===== config.mk =====
export PLATFORM = sky130hd
export DESIGN_NAME = smm_mac
export DESIGN_NICKNAME = d
export VERILOG_FILES = /design/src/rtl/square_matrix_multiply_assert.svh /design/src/rtl/smm_pkg.sv /design/src/rtl/smm_mac.sv
export SDC_FILE = /design/constraint.sdc
export NUM_CORES = 1
export LEC_CHECK = 0
export BUFFER_PORTS_ARGS = -buffer_cell sky130_fd_sc_hd__buf_4
export CAP_MARGIN = 20
export CORE_MARGIN = 2
export CORE_UTILIZATION = 56
export CTS_CLUSTER_DIAMETER = 100
export CTS_CLUSTER_SIZE = 25
export DETAILED_ROUTE_END_ITERATION = 8
export MAX_ROUTING_LAYER = met4
export PLACE_DENSITY = 0.77
export SLEW_MARGIN = 15
export SYNTH_ARGS = -nofsm -noshare
export SYNTH_HDL_FRONTEND = slang
export SYNTH_SLANG_ARGS = --single-unit

===== constraint.sdc =====
create_clock -name clock -period 6.6 [get_ports clock]
set_clock_uncertainty 0.2 [all_clocks]
set_input_delay 0.33 -clock clock [delete_from_list [all_inputs] [get_ports clock]]
set_output_delay 0.33 -clock clock [all_outputs]
set_load 0.005 [all_outputs]

===== src/rtl/square_matrix_multiply_assert.svh =====
// assertion macros for the square matrix multiplier
// included by the top level; no other dependencies
`ifndef SQUARE_MATRIX_MULTIPLY_ASSERT_SVH
`define SQUARE_MATRIX_MULTIPLY_ASSERT_SVH

`ifndef SYNTH
// same-cycle implication
`define SMM_ASSERT_IMPLIES(label, clk, rst, ante, cons) \
   label: assert property (@(posedge clk) disable iff (rst) (ante) |-> (cons)) \
      else $error("smm assertion failed");
// next-cycle implication
`define SMM_ASSERT_NEXT(label, clk, rst, ante, cons) \
   label: assert property (@(posedge clk) disable iff (rst) (ante) |=> (cons)) \
      else $error("smm assertion failed");
`else
`define SMM_ASSERT_IMPLIES(label, clk, rst, ante, cons)
`define SMM_ASSERT_NEXT(label, clk, rst, ante, cons)
`endif

`endif


===== src/rtl/smm_pkg.sv =====
// shared constants, opcodes and types for the square matrix multiplier
// no dependencies
`timescale 1ns / 1ps
`default_nettype none
package smm_pkg;
   localparam int MAX_SIZE     = 64;
   localparam int ELEMENT_BITS = 16;
   localparam int INDEX_BITS   = 6;
   localparam int SIZE_BITS    = 7;
   localparam int ADDR_BITS    = $clog2(MAX_SIZE * MAX_SIZE);
   localparam int STORE_DEPTH  = MAX_SIZE * MAX_SIZE;
   localparam int PRODUCT_BITS = 2 * ELEMENT_BITS;
   localparam int ACC_BITS     = 38;
   localparam int OPCODE_BITS  = 2;
   localparam int REQ_DATA_BITS = 32;
   localparam int RSP_DATA_BITS = 40;

   localparam logic [OPCODE_BITS-1:0] OP_WRITE_A = 2'd0;
   localparam logic [OPCODE_BITS-1:0] OP_WRITE_B = 2'd1;
   localparam logic [OPCODE_BITS-1:0] OP_QUERY   = 2'd2;

   localparam logic [SIZE_BITS-1:0] SIZE_RESET = 7'd64;

   // control into the multiply-accumulate unit
   typedef struct packed {
      logic clear;
      logic valid;
   } mac_ctrl_type;
endpackage
`default_nettype wire


===== src/rtl/smm_mac.sv =====
// shared multiply-accumulate unit: registered product, then wide accumulate
// depends on smm_pkg
`timescale 1ns / 1ps
`default_nettype none
module smm_mac (
   input  wire logic                                 clock,
   input  wire logic                                 reset,
   input  wire smm_pkg::mac_ctrl_type                ctrl,
   input  wire logic signed [smm_pkg::ELEMENT_BITS-1:0] a_value,
   input  wire logic signed [smm_pkg::ELEMENT_BITS-1:0] b_value,
   output logic                                      busy,
   output logic signed [smm_pkg::ACC_BITS-1:0]       acc
);
   import smm_pkg::*;

   logic signed [PRODUCT_BITS-1:0] product_ff;
   logic                           product_valid_ff;
   logic signed [ACC_BITS-1:0]     acc_ff, acc_in;

   always_comb begin
      acc_in = acc_ff;
      if (ctrl.clear) begin
         acc_in = '0;
      end else if (product_valid_ff) begin
         acc_in = acc_ff + ACC_BITS'(product_ff);
      end
   end

   always_ff @(posedge clock) begin
      product_ff <= a_value * b_value;
      if (reset) begin
         product_valid_ff <= 1'b0;
         acc_ff           <= '0;
      end else begin
         product_valid_ff <= ctrl.valid;
         acc_ff           <= acc_in;
      end
   end

   assign busy = product_valid_ff;
   assign acc  = acc_ff;
endmodule
`default_nettype wire


==> results.cfg <==
[status]
status = finished clean

[clock_tree]
cts_resized = 0
cts_root_buf = clkbuf_16
clkSlewWorstSetupHoldPaths_ns = 0.06
cts_tree = built
cts.sinks = 71
clock_latency_ns = 0.33
cts_made_buffers = 9
htreeDepth = 3
cts_buffer_depth = 2

[worst_setup_path]
crit_chain = buf_4 > and2_1 > fa_1 > inv_1 > fa_1 > fa_1 > inv_1 > fa_1 > fa_1 > inv_1 > fa_1 > inv_1 > ha_1 > buf_4 > nand4_1 > nor2_1 > nand4_1 > nor3_1 > nor3_1 > nor4_1 > or3_1 > a41o_1 > a21oi_2 > xnor2_1
reg2regPathDepth = 13
crit_type = input port to flop
cp-end-kind = flop
cp_slowest_stage_delay_ns = 0.55
crit_fanout = 16
path_buf_inv = 6
worstPathArrival_ns = 6.25
critPathLaunch = b_value[2]
crit_family = adder cells
r2r-start = acc[0]
crit_required_ns = 6.62
start_kind = input port
r2r_slack_ns = 2.96
critPathSlowestCell = fa_1
reg2reg_to = acc[34]
cpMostUsedCell = fa_1

[detailed_routing]
antenna_left = 0
drt-total-wl_um = 31010
route.detailed.drc = 0
vias_per_cell = 5.509
avgRoutedWirePerCell_um = 16.26
first_pass_iters = 5
dr_total_vias = 10510
drt_iter0_markers = 696

[yosys]
ys_ff_latch = 71
synth_edf_count = 0
synth_nets = 1940
ys_seq_area_share_pct = 10.44
yosys_warnings = 0
synth.distinct_cells = 60
syn-cell-area_um2 = 13610
syn_inst = 1522
async_reset_ff_share_pct = 0
syn_avg_cell_area_um2 = 8.944
synth_flop_cell = dfxtp_1

[sta]
fin_crit_ns = 6.234
fmax_ghz = 0.1604
slew_viol_final = 0
fin_ws_ns = 0.3655
post-route-period-util_pct = 94.46
final_hold_viol_count = 0
setup_viol = 0
worst_pin_slew_ns = 0.8158
rsz0062_at_grt = no
slew-limit-headroom_pct = 45.61

[global_route]
track_usage_pct = 25.85
antenna_found_initial = 0
grt_max_degree = 40
grt_pass1_vias = 11080
grt_pass1_wl_um = 52380
grt.overflow.total = 0

[die]
initial_utilization_pct = 56.47
die-width_um = 159.9
core_area_um2 = 24110
num_io_pins = 75
die-area_um2 = 25570
row_count = 57
die_y_um = 159.9

[place]
dp_hpwl_um = 25860
dp.cells = 1891
gp_congestion = 0.9231
post-place-ws_ns = -0.01488
numPortBuffers = 74

[final_layout]
fillers = 2049
diodes = 0
num-nets-final = 1997
stdcell_count = 1907
syn_to_final_growth_pct = 8.943
drive_gt1_share_pct = 7.644

[min_path]
hold_start = ctrl[0]
hold_end = busy
min_path_type = input port to flop
hold_depth = 2

[job]
drv_cap = 0
layout by cell type (no fill, tap or decap), types with 9 or more instances in the layout:
cell,n
mux2i_1,18
o21ai_0,22
dfxtp_1,71
fa_1,263
a21o_1,26
or3_1,9
ha_1,119
nor2_1,83
nand2b_1,12
buf_4,92
xnor2_1,42
and2_1,128
inv_1,292
nand2_1,157
nand4_1,11
xor2_1,16
nand3_1,15
clkbuf_16,9
nor3_1,17
o21ai_1,19
a31oi_1,9
a21oi_1,72
area by class of cell:
| cell class | count | area [um2] | share of cell area, % |
|---|---|---|---|
| clock buffers | 9 | 225.2 | 1.519 |
| repair buffers | 93 | 700.7 | 4.725 |
| flip-flops and latches | 71 | 1421 | 9.584 |
| inverters | 293 | 1100 | 7.416 |
| well taps | 324 | 405.4 | 2.733 |
| clock inverters | 6 | 62.56 | 0.4218 |
| multi-input cells | 1111 | 10920 | 73.60 |
registers in the layout, summed over array words and instances, names as in the netlist:
register / cells
busy: 1
product_ff: 32
acc: 38
what timing repair did:
item / 4_1_cts / 5_1_grt
hold buffers: 1 / 0
hold endpoints to repair: 1 / 0
setup buffers: 0 / 0
synthesized netlist by cell type (all sizes together), types with 8 or more instances:
master	count	area, um2
inv	292	1096
fa	263	5265
nand2	157	589.3
and2	128	800.8
ha	119	1489
nor2	84	317.8
a21oi	75	386.6
dfxtp	71	1421
clkbuf	45	168.9
o21ai	42	214.0
xnor2	42	367.9
a21o	26	195.2
mux2i	18	180.2
nor3	17	85.08
xor2	16	140.1
nand3	15	75.07
nand2b	12	75.07
nand4	11	68.82
a31oi	9	56.30
or3	9	56.30
and3	8	50.05
nor2b	8	50.05
through the flow:
| stage | TNS, ns | hold slack, ns | cell area [um2] | utilization [%] |
|---|---|---|---|---|
| floorplan | 0 | 0.2016 | 13610 | - |
| global placement | 0 | 0.2661 | 14530 | 60.29 |
| detailed placement | -0.01488 | 0.2763 | 14530 | 60.29 |
| CTS | 0 | 0.02807 | 14830 | 61.52 |
| global route | 0 | 0.06721 | 14830 | 61.52 |
| finish | 0 | 0.03035 | 14830 | 61.52 |
metal layers:
metal / track usage, % / up-vias / share of wire, %
met5: - / - / 0
met4: 10.28 / 0 / 4.2
met3: 2.442 / 99 / 5.0
met2: 44.86 / 363 / 51
met1: 31.23 / 5198 / 39
li1: - / 4845 / -
how the worst max path moves through the flow:
| stage | end | slack (ns) | cells past startpoint |
|---|---|---|---|
| after floorplan | product_ff[30] | 0.41 | 22 |
| after global placement | product_ff[30] | 0.13 | 23 |
| after detailed placement | product_ff[30] | -0.01 | 24 |
| after CTS | product_ff[30] | 0.33 | 24 |
| after global routing | product_ff[30] | 0.03 | 25 |
| final | product_ff[30] | 0.37 | 24 |
kinds of logic after synthesis:
kind of cell / Yosys count / share of synthesized area, %
buffers and inverters: 340 / 9.375
adders and majority gates: 382 / 49.61
DFF: 71 / 10.44
xor gates and xnor gates: 58 / 3.732
and+or+nand+nor: 463 / 16.72
AOI/OAI and AO/OA: 190 / 8.796
muxes: 18 / 1.324
Power is not shown: default switching activity piles up to over one toggle a cycle in this logic, so the estimate is an artifact.
